**config.mk**
```make
export PLATFORM = sky130hd
export DESIGN_NAME = acicu_ctrl
export DESIGN_NICKNAME = d
export VERILOG_FILES = /design/src/sv/active_column_index_compaction_unit_defines.svh /design/src/sv/acicu_pkg.sv /design/src/sv/acicu_ctrl.sv
export SDC_FILE = /design/constraint.sdc
export NUM_CORES = 1
export LEC_CHECK = 0
export BUFFER_PORTS_ARGS = -buffer_cell sky130_fd_sc_hd__clkbuf_2
export CAP_MARGIN = 0
export CORE_UTILIZATION = 60
export DETAILED_ROUTE_END_ITERATION = 10
export GPL_ROUTABILITY_DRIVEN = 0
export PLACE_DENSITY = 0.86
export SLEW_MARGIN = 20
export SYNTH_ARGS = -nofsm -noshare
export SYNTH_HDL_FRONTEND = slang
export SYNTH_SLANG_ARGS = --single-unit
```
**constraint.sdc**
```tcl
create_clock -name i_clk -period 10.6 [get_ports i_clk]
set_input_delay 1.06 -clock i_clk [delete_from_list [all_inputs] [get_ports i_clk]]
set_output_delay 1.06 -clock i_clk [all_outputs]
set_load 0.1 [all_outputs]
```
**src/sv/active_column_index_compaction_unit_defines.svh**
```systemverilog
// assertion macros for the active column index compaction unit
// used by the top level; expects i_clk and i_rst_n in scope
`ifndef ACTIVE_COLUMN_INDEX_COMPACTION_UNIT_DEFINES_SVH
`define ACTIVE_COLUMN_INDEX_COMPACTION_UNIT_DEFINES_SVH

// same-cycle implication
`define ACICU_ASSERT_IMPL(lbl, ante, cons) \
    lbl: assert property (@(posedge i_clk) disable iff (!i_rst_n) (ante) |-> (cons)) \
        else $error("acicu: same-cycle check failed");

// next-cycle implication
`define ACICU_ASSERT_NEXT(lbl, ante, cons) \
    lbl: assert property (@(posedge i_clk) disable iff (!i_rst_n) (ante) |=> (cons)) \
        else $error("acicu: next-cycle check failed");

`endif

```
**src/sv/acicu_pkg.sv**
```systemverilog
// shared types and constants of the active column index compaction unit
// no dependencies
`timescale 1ns / 1ps

package acicu_pkg;

    localparam int MAX_RUNS_DEF = 1024;
    localparam int COL_W        = 31;

    localparam logic       KIND_LOAD  = 1'b0;
    localparam logic       KIND_REMAP = 1'b1;

    localparam logic [1:0] STAT_OK   = 2'd0;
    localparam logic [1:0] STAT_MISS = 2'd1;
    localparam logic [1:0] STAT_FULL = 2'd2;
    localparam logic [1:0] STAT_ZERO = 2'd3;

    typedef struct packed {
        logic             kind;
        logic             first_of_set;
        logic [COL_W-1:0] active_column;
        logic [COL_W-1:0] column_index;
    } t_item;

    typedef struct packed {
        logic [COL_W-1:0] mapped_index;
        logic [1:0]       status;
    } t_result;

    typedef struct packed {
        logic [COL_W-1:0] run_start;
        logic [COL_W-1:0] run_end;
        logic [COL_W-1:0] run_rank;
    } t_run;

    typedef enum logic [1:0] {
        S_IDLE,
        S_LOAD,
        S_SEARCH,
        S_FINAL
    } t_state;

endpackage

```
**src/sv/acicu_ctrl.sv**
```systemverilog
// sequencer: load read-modify-write of the last run and binary search of remap items
// depends on acicu_pkg; drives the ports of acicu_run_mem
`timescale 1ns / 1ps

module acicu_ctrl #(
    parameter int MAX_RUNS = acicu_pkg::MAX_RUNS_DEF,
    localparam int IDX_W   = $clog2(MAX_RUNS),
    localparam int CNT_W   = $clog2(MAX_RUNS + 1)
) (
    input  logic               i_clk,
    input  logic               i_rst_n,
    input  logic               i_start,
    output logic               o_busy,
    input  acicu_pkg::t_item   i_item,
    output logic               o_result_valid,
    output acicu_pkg::t_result o_result,
    output logic               o_mem_re,
    output logic [IDX_W-1:0]   o_mem_raddr,
    input  acicu_pkg::t_run    i_mem_rdata,
    output logic               o_mem_we,
    output logic [IDX_W-1:0]   o_mem_waddr,
    output acicu_pkg::t_run    o_mem_wdata
);

    localparam int CW = acicu_pkg::COL_W;

    acicu_pkg::t_state  r_state, n_state;
    logic [CNT_W-1:0]   r_count, n_count;
    logic [CW-1:0]      r_loaded, n_loaded;
    logic [IDX_W-1:0]   r_lo, n_lo, r_hi, n_hi, r_mid, n_mid;
    logic [CW-1:0]      r_id, n_id;
    logic               r_res_valid, n_res_valid;
    acicu_pkg::t_result r_res, n_res;

    logic               w_accept;
    logic [IDX_W-1:0]   w_last;
    logic               w_full;
    logic               w_go_right;
    logic [IDX_W-1:0]   w_step_lo, w_step_hi;
    logic               w_step_done;
    logic               w_hit;
    logic [CW-1:0]      w_offset;

    function automatic logic [IDX_W-1:0] mid_of(input logic [IDX_W-1:0] lo,
                                                input logic [IDX_W-1:0] hi);
        logic [IDX_W:0] half;
        half = ({1'b0, hi} - {1'b0, lo} + {{IDX_W{1'b0}}, 1'b1}) >> 1;
        return lo + half[IDX_W-1:0];
    endfunction

    assign w_accept    = i_start && (r_state == acicu_pkg::S_IDLE);
    assign w_last      = IDX_W'(r_count - {{(CNT_W-1){1'b0}}, 1'b1});
    assign w_full      = (r_count == CNT_W'(MAX_RUNS));
    assign w_go_right  = (i_mem_rdata.run_start <= r_id);
    assign w_step_lo   = w_go_right ? r_mid : r_lo;
    assign w_step_hi   = w_go_right ? r_hi : (r_mid - {{(IDX_W-1){1'b0}}, 1'b1});
    assign w_step_done = !(w_step_lo < w_step_hi);
    assign w_hit       = (r_id >= i_mem_rdata.run_start) && (r_id <= i_mem_rdata.run_end);
    assign w_offset    = r_id - i_mem_rdata.run_start;

    // next state
    always_comb begin
        n_state = r_state;
        case (r_state)
            acicu_pkg::S_IDLE: begin
                if (w_accept) begin
                    if (i_item.kind == acicu_pkg::KIND_LOAD) begin
                        if (!i_item.first_of_set && (r_count != '0)) begin
                            n_state = acicu_pkg::S_LOAD;
                        end
                    end else if ((i_item.column_index != '0) && (r_count != '0)) begin
                        if (w_last == '0) begin
                            n_state = acicu_pkg::S_FINAL;
                        end else begin
                            n_state = acicu_pkg::S_SEARCH;
                        end
                    end
                end
            end
            acicu_pkg::S_LOAD: begin
                n_state = acicu_pkg::S_IDLE;
            end
            acicu_pkg::S_SEARCH: begin
                if (w_step_done) begin
                    n_state = acicu_pkg::S_FINAL;
                end
            end
            acicu_pkg::S_FINAL: begin
                n_state = acicu_pkg::S_IDLE;
            end
            default: begin
                n_state = acicu_pkg::S_IDLE;
            end
        endcase
    end

    // datapath, memory requests and result
    always_comb begin
        n_count     = r_count;
        n_loaded    = r_loaded;
        n_lo        = r_lo;
        n_hi        = r_hi;
        n_mid       = r_mid;
        n_id        = r_id;
        n_res_valid = 1'b0;
        n_res       = r_res;
        o_mem_re    = 1'b0;
        o_mem_raddr = r_mid;
        o_mem_we    = 1'b0;
        o_mem_waddr = w_last;
        o_mem_wdata = i_mem_rdata;
        case (r_state)
            acicu_pkg::S_IDLE: begin
                if (w_accept) begin
                    if (i_item.kind == acicu_pkg::KIND_LOAD) begin
                        n_id = i_item.active_column;
                        if (i_item.first_of_set || (r_count == '0)) begin
                            // table empty after the clear: the id opens run zero
                            o_mem_we              = 1'b1;
                            o_mem_waddr           = '0;
                            o_mem_wdata.run_start = i_item.active_column;
                            o_mem_wdata.run_end   = i_item.active_column;
                            o_mem_wdata.run_rank  = '0;
                            n_count               = {{(CNT_W-1){1'b0}}, 1'b1};
                            n_loaded              = {{(CW-1){1'b0}}, 1'b1};
                            n_res_valid           = 1'b1;
                            n_res.mapped_index    = '0;
                            n_res.status          = acicu_pkg::STAT_OK;
                        end else begin
                            o_mem_re    = 1'b1;
                            o_mem_raddr = w_last;
                        end
                    end else begin
                        n_id = i_item.column_index;
                        n_lo = '0;
                        n_hi = w_last;
                        if (i_item.column_index == '0) begin
                            n_res_valid        = 1'b1;
                            n_res.mapped_index = '0;
                            n_res.status       = acicu_pkg::STAT_ZERO;
                        end else if (r_count == '0) begin
                            n_res_valid        = 1'b1;
                            n_res.mapped_index = '0;
                            n_res.status       = acicu_pkg::STAT_MISS;
                        end else if (w_last == '0) begin
                            o_mem_re    = 1'b1;
                            o_mem_raddr = '0;
                        end else begin
                            n_mid       = mid_of('0, w_last);
                            o_mem_re    = 1'b1;
                            o_mem_raddr = n_mid;
                        end
                    end
                end
            end
            acicu_pkg::S_LOAD: begin
                n_res_valid        = 1'b1;
                n_res.mapped_index = '0;
                if (r_id <= i_mem_rdata.run_end) begin
                    n_res.status = acicu_pkg::STAT_MISS;
                end else if ({1'b0, r_id} == ({1'b0, i_mem_rdata.run_end} + 32'd1)) begin
                    // extend the last run
                    o_mem_we            = 1'b1;
                    o_mem_waddr         = w_last;
                    o_mem_wdata.run_end = r_id;
                    n_loaded            = r_loaded + {{(CW-1){1'b0}}, 1'b1};
                    n_res.status        = acicu_pkg::STAT_OK;
                end else if (w_full) begin
                    n_res.status = acicu_pkg::STAT_FULL;
                end else begin
                    o_mem_we              = 1'b1;
                    o_mem_waddr           = r_count[IDX_W-1:0];
                    o_mem_wdata.run_start = r_id;
                    o_mem_wdata.run_end   = r_id;
                    o_mem_wdata.run_rank  = r_loaded;
                    n_count               = r_count + {{(CNT_W-1){1'b0}}, 1'b1};
                    n_loaded              = r_loaded + {{(CW-1){1'b0}}, 1'b1};
                    n_res.status          = acicu_pkg::STAT_OK;
                end
            end
            acicu_pkg::S_SEARCH: begin
                n_lo     = w_step_lo;
                n_hi     = w_step_hi;
                o_mem_re = 1'b1;
                if (w_step_done) begin
                    o_mem_raddr = w_step_lo;
                end else begin
                    n_mid       = mid_of(w_step_lo, w_step_hi);
                    o_mem_raddr = n_mid;
                end
            end
            acicu_pkg::S_FINAL: begin
                n_res_valid = 1'b1;
                if (w_hit) begin
                    n_res.mapped_index = i_mem_rdata.run_rank + w_offset;
                    n_res.status       = acicu_pkg::STAT_OK;
                end else begin
                    n_res.mapped_index = '0;
                    n_res.status       = acicu_pkg::STAT_MISS;
                end
            end
            default: begin
                n_res_valid = 1'b0;
            end
        endcase
    end

    always_ff @(posedge i_clk) begin
        if (!i_rst_n) begin
            r_state     <= acicu_pkg::S_IDLE;
            r_count     <= '0;
            r_loaded    <= '0;
            r_res_valid <= 1'b0;
        end else begin
            r_state     <= n_state;
            r_count     <= n_count;
            r_loaded    <= n_loaded;
            r_res_valid <= n_res_valid;
        end
    end

    always_ff @(posedge i_clk) begin
        r_lo  <= n_lo;
        r_hi  <= n_hi;
        r_mid <= n_mid;
        r_id  <= n_id;
        r_res <= n_res;
    end

    assign o_busy         = (r_state != acicu_pkg::S_IDLE);
    assign o_result_valid = r_res_valid;
    assign o_result       = r_res;

endmodule

```
* Yosys cells after proc, flatten, opt, wreduce, memory -nomap -nowiden
Index checks and enable logic that the tools add are counted.
Word-level totals: register bits 139, memory bits (writable) 0, memory bits (read-only) 0, memories kept 0, logic and storage cells 160, bits of input ports 160, bits in latches 0
Cells by class: multipliers 0, mux-type cells 89, add/sub/neg operators 11, shift operators 0, eq/ne operators 22, $lt $le $gt $ge 4, bitwise logic cells 0, divide/modulo/power cells 0, reductions and logical operators 24
Operator list (number):
- 2-to-1 mux 93 bit | 5
- 2-to-1 mux 31 bit | 10
- 2-to-1 mux 10 bit | 25
- 2-to-1 mux 33 bit | 6
- one-hot mux 93 bit (2 select lines) | 1
- one-hot mux 10 bit (2 select lines) | 5
- one-hot mux 33 bit (3 select lines) | 1
- 2-to-1 mux 11 bit | 6
- <= comparator 31 bit | 2
- one-hot mux 31 bit (2 select lines) | 1
- adder 31 x 1 -> 32 bit, second input constant | 1
- equality test 31 x 32 -> 1 bit | 1
- adder 31 x 1 -> 31 bit, second input constant | 1
- adder 31 bit | 1
- greater-or-equal comparator 31 bit | 1
- logical NOT 31 bit | 1
- nonzero test 31 bit | 1
- subtractor 31 bit | 1
- adder 11 x 1 -> 11 bit, second input constant | 2
- != test 2 bit, second input constant | 11
- one-hot mux 11 bit (2 select lines) | 1
- subtractor 10 x 1 -> 10 bit, second input constant | 2
- 2-to-1 mux 1 bit | 16
- 2-to-1 mux 2 bit | 8
- 28 further kinds | 40

* Longest topological paths before layout
Gate-level depths: netlist (run 1).
depth after elaboration 8, gate-level depth with buffers 28, depth with buffers taken out 26

* Worst setup path before layout (run 1)
Ideal clock, no wire load.
path type input port to output port, start point input port i_mem_rdata[88] (netlist bit), end point output port o_mem_raddr[5], stages 23, path slack 1.697 ns, buffers on the path 1, arrival time 7.843 ns, data required time 9.540 ns, path through inv_1 -> ha_1 -> a21oi_1 -> o21ai_0 -> a21oi_1 -> o21ai_0 -> o21ai_1 -> clkbuf_1 -> mux2i_1 -> inv_1 -> ha_1 -> inv_1 -> ha_1 -> fa_1 -> a21o_1 -> a21oi_1 -> xnor2_1 -> ha_1 -> o211ai_1 -> o31ai_1 -> xor2_1 -> o21ai_0 -> a221oi_1
On the way: word-level cells in the longest chain between the ends 7, elaborated cells between the ends (all ways) 9, those cells by class 3 x add/sub; 2 x order compare; 4 x mux
RTL lines:
- start, declared | line acicu_ctrl.sv:19 | input acicu_pkg::t_run i_mem_rdata,
- <= comparator 31 bit * | line acicu_ctrl.sv:54 | assign w_go_right = (i_mem_rdata.run_start <= r_id);
- 2-to-1 mux 10 bit * | line acicu_ctrl.sv:55 | assign w_step_lo = w_go_right ? r_mid : r_lo;
- net w_step_lo[1] | line acicu_ctrl.sv:39 | logic [IDX_W-1:0] w_step_lo, w_step_hi;
- subtractor 10 x 10 -> 11 bit | line acicu_ctrl.sv:47 | half = ({1'b0, hi} - {1'b0, lo} + {{IDX_W{1'b0}}, 1'b1}) >> 1;
- adder 11 x 1 -> 11 bit | line acicu_ctrl.sv:47
- adder 10 bit | line acicu_ctrl.sv:48 | return lo + half[IDX_W-1:0];
- 2-to-1 mux 10 bit * | line acicu_ctrl.sv:185 | if (w_step_done) begin
- one-hot mux 10 bit (2 select lines) * | line acicu_ctrl.sv:112 | case (r_state)
- end, declared | line acicu_ctrl.sv:18 | output logic [IDX_W-1:0] o_mem_raddr,
The timed path passes the listed nets; every way through them passes the cells marked *.

* Worst setup path after layout (run 1)
start point input port i_mem_rdata[66] (netlist bit), end point output port o_mem_raddr[7]
The elaborated chain is that of the path after synthesis.

==> metrics.md, run 1 <==
| Metric | Value |
|---|---|
| Status | `complete, but fails checks` |
| Violated checks | `DRC` |
| Die ar. | `25200 sq um` |
| Clk root buf | `clkbuf_16` |
| Crit-path max FO | `19` |
| Max clock buf depth | `2` |
| Seq cells post-synth | `139` |
| Final setup viols | `0` |
| Die X-Extent | `159 um` |
| Reg area | `3720 sq um` |
| Slew HR | `0.273` |
| Nets@finish | `2387` |
| CTS clk-pin slew, worst paths | `0.07 ns` |
| Worst setup path startpoint | `i_mem_rdata[66]` |
| Avg WL per Cell | `21.9 um` |
| I/O pin cnt | `310` |
| Fin Setup TNS | `0 ns` |
| Max rail drop VDD | `0.168 mV` |
| Area delta synth->final | `16.4%` |
| Cell count after placement | `2368` |
| Ys Warns | `0` |
| Synth top area share | `0.191` |
| Number of vias per cell | `6.47` |
| Gr ovfl total | `0` |
| 1st-pass router iterations | `10` |
| Final ANT Viol Nets | `0` |
| Post-synth design cell area | `14800 sq um` |
| Top FF cell, synth | `edfxtp_1` |
| Vias | `15500` |
| Routed WL | `52600 um` |
| Netlist cell types | `91` |
| Tmin final | `8.94 ns` |
| CTS Hold Buffers Added | `0` |
| R2r startpoint | `r_id[2]` |
| Most frequent cells in the layout | `clkbuf_2 (309), inv_1 (223), a21oi_1 (143), nand2_1 (135), ha_1 (132)` |
| Total CTS buffers | `17` |
| Sequential-to-total area share from yosys stat | `0.252` |
| Mapped Nets | `2113` |
| Final non-filler cell total | `2402` |
| Post-cts resize count | `0` |
| Vias in the first global route | `14400` |
| CTS tree | `yes` |
| DP HPWL | `41100 um` |
| Max-slew violations | `0` |
| Fillcell total | `1871` |
| Max-cap viol count | `0` |
| Layout cells sized above 1 | `0.210` |
| Global-route wire length before repair | `80100 um` |
| Htree depth | `4` |
| Initial Util | `0.609` |
| Largest net degree at the start of global routing | `63` |
| Area of the multi-input gates | `9920 sq um` |
| All-layer global routing usage | `0.409` |
| CP endpoint kind | `output port` |
| Die Span Y | `159 um` |
| Worst min path class | `flip-flop to flip-flop` |
| DRC errors left | `2` |
| Clk_lat worst skew | `0.44 ns` |
| Cell area power density | `170 nW/um^2` |
| Leakage | `7.99 nW` |
| Post-CTS setup buffers | `0` |
| Initial antenna violation count | `4` |
| Cells after Synth | `1789` |
| Worst hold start | `r_loaded[30]` |
| Hold Fails Final Rpt | `0` |
| Leading area contributor after synthesis | `edfxtp_1` |
| Commonest non-fill, non-tap cell in the layout | `clkbuf_2` |
| Placement row count | `57` |
| Syn avg cell area | `8.25 sq um` |
| RSZ-0062 raised after global routing | `false` |
| Worst EP arrival | `7.88 ns` |
| # port buffers | `309` |
| Area contributors post-synth | `edfxtp_1 (19%), ha_1 (11%), dfxtp_1 (6.1%), inv_1 (5.7%), a21oi_1 (4.8%)` |
| Critical Path Start Type | `input pin` |
| Async set-reset flop share out of synthesis | `0` |
| WP data required | `9.54 ns` |
| Placeable Area | `24200 sq um` |
| Clk_skew | `0.0128 ns` |
| Initial drt markers | `2824` |
| Worst Setup Path Type | `input pin to output port` |
| Tcrit/Tclk final | `0.844` |
| Clock Sinks | `139` |
| Fmax | `112 MHz` |
| Slew @ Worst Pin | `1.09 ns` |
| EDFF count, synth | `94` |
-- power by group --
group          switching, mW  internal (mW)  leakage [nW]
registers             0.0373          0.615          1.27
clock network          0.284          0.337         0.296
logic                   1.17          0.472          6.42
total                   1.49           1.42          7.99
-- logic make-up after synthesis --
| group | Yosys count | share of synthesized area |
|---|---|---|
| AO/OA/AOI/OAI | 486 | 0.213 |
| adder cells (fa/ha/maj) | 164 | 0.155 |
| multiplexers | 56 | 0.0419 |
| buffers and inverters | 297 | 0.0776 |
| XOR/XNOR | 118 | 0.0700 |
| flip-flops | 139 | 0.252 |
| AND/OR/NAND/NOR | 529 | 0.190 |
-- through the flow --
stage	setup WS [ns]	util	power [mW]	hold slack, ns	area (sq um)
finish	1.66	0.708	2.91	0.482	17200
global route	1.25	0.708	3.03	0.497	17200
CTS	1.95	0.708	2.87	0.487	17200
detailed placement	1.95	0.684	2.25	0.475	16600
global placement	2.25	0.684	2.21	0.467	16600
floorplan	1.70	-	1.90	0.448	14800
-- final timing paths --
| path | to | slack [ns] | depth (start not counted) |
|---|---|---|---|
| max | o_mem_raddr[7] | 1.66 | 24 |
| max reg2reg | r_mid[9] | 3.79 | 21 |
| min reg2reg | r_loaded[30] | 0.48 | 2 |
| min | r_loaded[30] | 0.48 | 2 |
-- cell type report --
| cell class | count | area share |
|---|---|---|
| repair buffers | 327 | 0.0979 |
| clock inverters | 15 | 0.00976 |
| diodes | 2 | 0.000291 |
| flip-flops and latches | 139 | 0.217 |
| inverters | 225 | 0.0492 |
| clock buffers | 17 | 0.0248 |
| multi-input cells | 1353 | 0.578 |
| well taps | 324 | 0.0236 |
-- synth_stat cells (6+ instances only) --
master / number
inv_1: 223
a21oi_1: 143
nand2_1: 135
ha_1: 132
nor2_1: 115
o21ai_0: 113
edfxtp_1: 94
xnor2_1: 75
clkbuf_1: 51
dfxtp_1: 45
xor2_1: 43
nor3_1: 40
mux2_2: 36
nand3_1: 35
a21o_1: 34
a221o_1: 34
and2_1: 33
fa_1: 32
o21ai_1: 31
and3_1: 24
nand4_1: 24
nor4_1: 20
mux2i_1: 19
or3_1: 17
nand2b_1: 15
a211oi_1: 14
buf_2: 13
o21a_1: 13
o31ai_1: 12
nand3b_1: 10
nor2b_1: 10
o41ai_1: 10
o211ai_1: 8
o21bai_1: 7
or3b_1: 7
a221oi_1: 6
a31oi_1: 6
nor3_2: 6
or4_1: 6
-- sequential cells by signal, summed over array words and instances (netlist names) --
signal	cells
r_hi	10
r_mid	10
r_state	2
r_count	11
o_result_valid	1
r_loaded	31
r_id	31
o_result	33
r_lo	10
-- routing by layer --
metal / vias up / part of all wire / GRT usage
met5: - / 0.00027 / 0
met2: 1276 / 0.42 / 0.596
met1: 7061 / 0.38 / 0.544
met4: 2 / 0.065 / 0.241
met3: 247 / 0.14 / 0.109
li1: 6961 / - / -
-- worst max-delay path, cell delays in order --
cell	delay [ns]
clkbuf_2	0.13
inv_1	0.06
ha_1	0.31
a21oi_1	0.15
o21ai_0	0.11
a21oi_1	0.36
o21ai_0	0.30
o21ai_2	0.74
mux2i_1	0.47
inv_1	0.17
ha_1	0.35
inv_1	0.09
ha_1	0.26
fa_1	0.40
a21o_1	0.19
a21oi_1	0.24
xnor2_1	0.10
ha_1	0.32
o211ai_1	0.11
o311ai_0	0.65
a211oi_1	0.17
a2111oi_0	0.45
a221o_1	0.22
clkbuf_2	0.47
Power figures use the tool's default switching activity.
==> run 2, diff against run 1 <==
--- a/config.mk
+++ b/config.mk
@@ -7,10 +7,10 @@
 export LEC_CHECK = 0
 export BUFFER_PORTS_ARGS = -buffer_cell sky130_fd_sc_hd__clkbuf_2
 export CAP_MARGIN = 0
-export CORE_UTILIZATION = 60
+export CORE_UTILIZATION = 57
 export DETAILED_ROUTE_END_ITERATION = 10
 export GPL_ROUTABILITY_DRIVEN = 0
-export PLACE_DENSITY = 0.86
+export PLACE_DENSITY = 0.83
 export SLEW_MARGIN = 20
 export SYNTH_ARGS = -nofsm -noshare
 export SYNTH_HDL_FRONTEND = slang
==> constraint.sdc (replaced) <==
create_clock -name i_clk -period 8.55 [get_ports i_clk]
set_input_delay 0.855 -clock i_clk [delete_from_list [all_inputs] [get_ports i_clk]]
set_output_delay 0.855 -clock i_clk [all_outputs]
set_load 0.1 [all_outputs]
==> run 2 against run 1 <==
The flow now finishes without violations; clock power rose by 24%; hold slack improved by 0.0062 ns; largest power group unchanged; clock-buffer cell count did not move; non-clock buffer count rose by 9; global-route usage fell by 1.4 points; via count barely moved; sequential share of layout area fell by 0.11 points; clock skew rose by 0.0025 ns; critical path depth did not move; cell area rose by 0.50%; utilization fell by 2.7 points.
==> metrics.md, run 2 (same netlist as run 1, synthesis figures left out) <==
| Metric | Value |
|---|---|
| Initial antenna violation count | `5` |
| Max clock buf depth | `2` |
| Most frequent cells in the layout | `clkbuf_2 (309), inv_1 (223), a21oi_1 (143), nand2_1 (135), ha_1 (132)` |
| Final setup viols | `0` |
| Total CTS buffers | `17` |
| Number of vias per cell | `6.43` |
| Fmax | `126 MHz` |
| Finished layout cell area | `17300 sq um` |
| Nets@finish | `2396` |
| RSZ-0062 raised after global routing | `false` |
| CTS Hold Buffers Added | `0` |
| Placement row count | `58` |
| Critical path, cell by cell | `clkbuf_2, inv_1, ha_1, a21oi_1, o21ai_0, a21oi_1, o21ai_0, o21ai_2, buf_4, o21ai_0, ha_1, inv_1, ha_1, fa_1, a21o_1, a21oi_1, xnor2_1, ha_1, o211ai_1, o311ai_0, a211oi_1, a2111oi_0, a221o_1, clkbuf_2` |
| Clock Sinks | `139` |
| Fin Setup TNS | `0 ns` |
| DP HPWL | `42300 um` |
| Most frequent CP cell | `ha_1` |
| I/O pin cnt | `310` |
| Die Span Y | `163 um` |
| DRC errors left | `0` |
| Routed WL | `53800 um` |
| Area delta synth->final | `17.0%` |
| Global-route wire length before repair | `79700 um` |
| Initial drt markers | `2448` |
| Critical-path top delay cell | `o311ai_0` |
| Clk_skew | `0.0154 ns` |
| Total Power | `3.62 mW` |
| Gr ovfl total | `0` |
| Initial Util | `0.583` |
| Clk root buf | `clkbuf_16` |
| CP endpoint kind | `output port` |
| Die ar. | `26500 sq um` |
| Vias in the first global route | `14300` |
| Worst setup path startpoint | `i_mem_rdata[88]` |
| Crit path largest cell delay | `0.72 ns` |
| Tmin final | `7.92 ns` |
| Status | `complete, no violations` |
| R2R depth | `22` |
| Placeable Area | `25300 sq um` |
| Avg WL per Cell | `22.2 um` |
| Htree depth | `4` |
| Final core occ | `0.682` |
| Vias | `15600` |
| Worst hold slack | `0.488 ns` |
| Pre-CTS WS | `0.814 ns` |
| Die X-Extent | `163 um` |
| Worst reg-to-reg setup slack | `2.25 ns` |
| Leakage | `8.02 nW` |
| Slew @ Worst Pin | `0.975 ns` |
| All-layer global routing usage | `0.395` |
| Clk_lat worst skew | `0.44 ns` |
| CTS clk-pin slew, worst paths | `0.08 ns` |
| Max rail drop VDD | `0.344 mV` |
| Max-slew violations | `0` |
| R2r startpoint | `r_id[26]` |
| Slew HR | `0.348` |
| Worst Setup Path Type | `input pin to output port` |
| Fillcell total | `2012` |
| Cell area power density | `210 nW/um^2` |
| Max-cap viol count | `0` |
| Layout cells sized above 1 | `0.213` |
| Final non-filler cell total | `2418` |
| Crit-path max FO | `30` |
| Dpl cell area | `16700 sq um` |
| Worst hold start | `r_loaded[30]` |
| Cell count after placement | `2383` |
| Post-cts resize count | `0` |
| Critical Path Start Type | `input pin` |
| Final ANT Viol Nets | `0` |
| WP data required | `7.70 ns` |
| Largest net degree at the start of global routing | `45` |
| Final worst setup slack | `0.629 ns` |
| Worst min path class | `flip-flop to flip-flop` |
| 1st-pass router iterations | `8` |
| Commonest non-fill, non-tap cell in the layout | `clkbuf_2` |
| Tcrit/Tclk final | `0.926` |
| Worst hold path cell count | `2` |
| Hold Fails Final Rpt | `0` |
| Max reg flops | `33` |
| Post-CTS setup buffers | `0` |
| # port buffers | `309` |
| CTS tree | `yes` |
| Worst EP arrival | `7.07 ns` |
run 2: layout make-up:
| class | count | area (sq um) | share of cell area |
|---|---|---|---|
| Multi-Input combinational cell | 1353 | 9930 | 0.575 |
| Sequential cell | 139 | 3720 | 0.216 |
| Timing Repair Buffer | 336 | 1750 | 0.101 |
| Inverter | 225 | 845 | 0.0489 |
| Clock buffer | 17 | 425 | 0.0246 |
| Tap cell | 330 | 413 | 0.0239 |
| Clock inverter | 15 | 175 | 0.0101 |
| Antenna cell | 3 | 7.51 | 0.000435 |
run 2: final timing paths:
check / endpoint
worst max-delay path: o_mem_raddr[7]
worst min-delay path: r_loaded[30]
worst max register to register: r_mid[9]
worst min register to register: r_loaded[30]
run 2: critical path: cells and delay by family:
| family | cells | cell delay (ns) |
|---|---|---|
| AO/OA/AOI/OAI | 13 | 3.36 |
| XOR/XNOR | 1 | 0.10 |
| adder cells (fa/ha/maj) | 5 | 1.65 |
| buffers and inverters | 5 | 1.09 |
run 2: layer usage:
layer,share of wire,vias to the layer above,global-route usage
met2,0.42,1250,0.578
met5,0.0018,-,0
met1,0.38,7117,0.534
met3,0.14,216,0.0927
li1,-,6968,-
met4,0.059,2,0.218
run 2: power breakdown:
group | switching, mW | internal [mW]
combinational | 1.45 | 0.590
sequential | 0.0391 | 0.762
clock | 0.377 | 0.395
total | 1.87 | 1.75
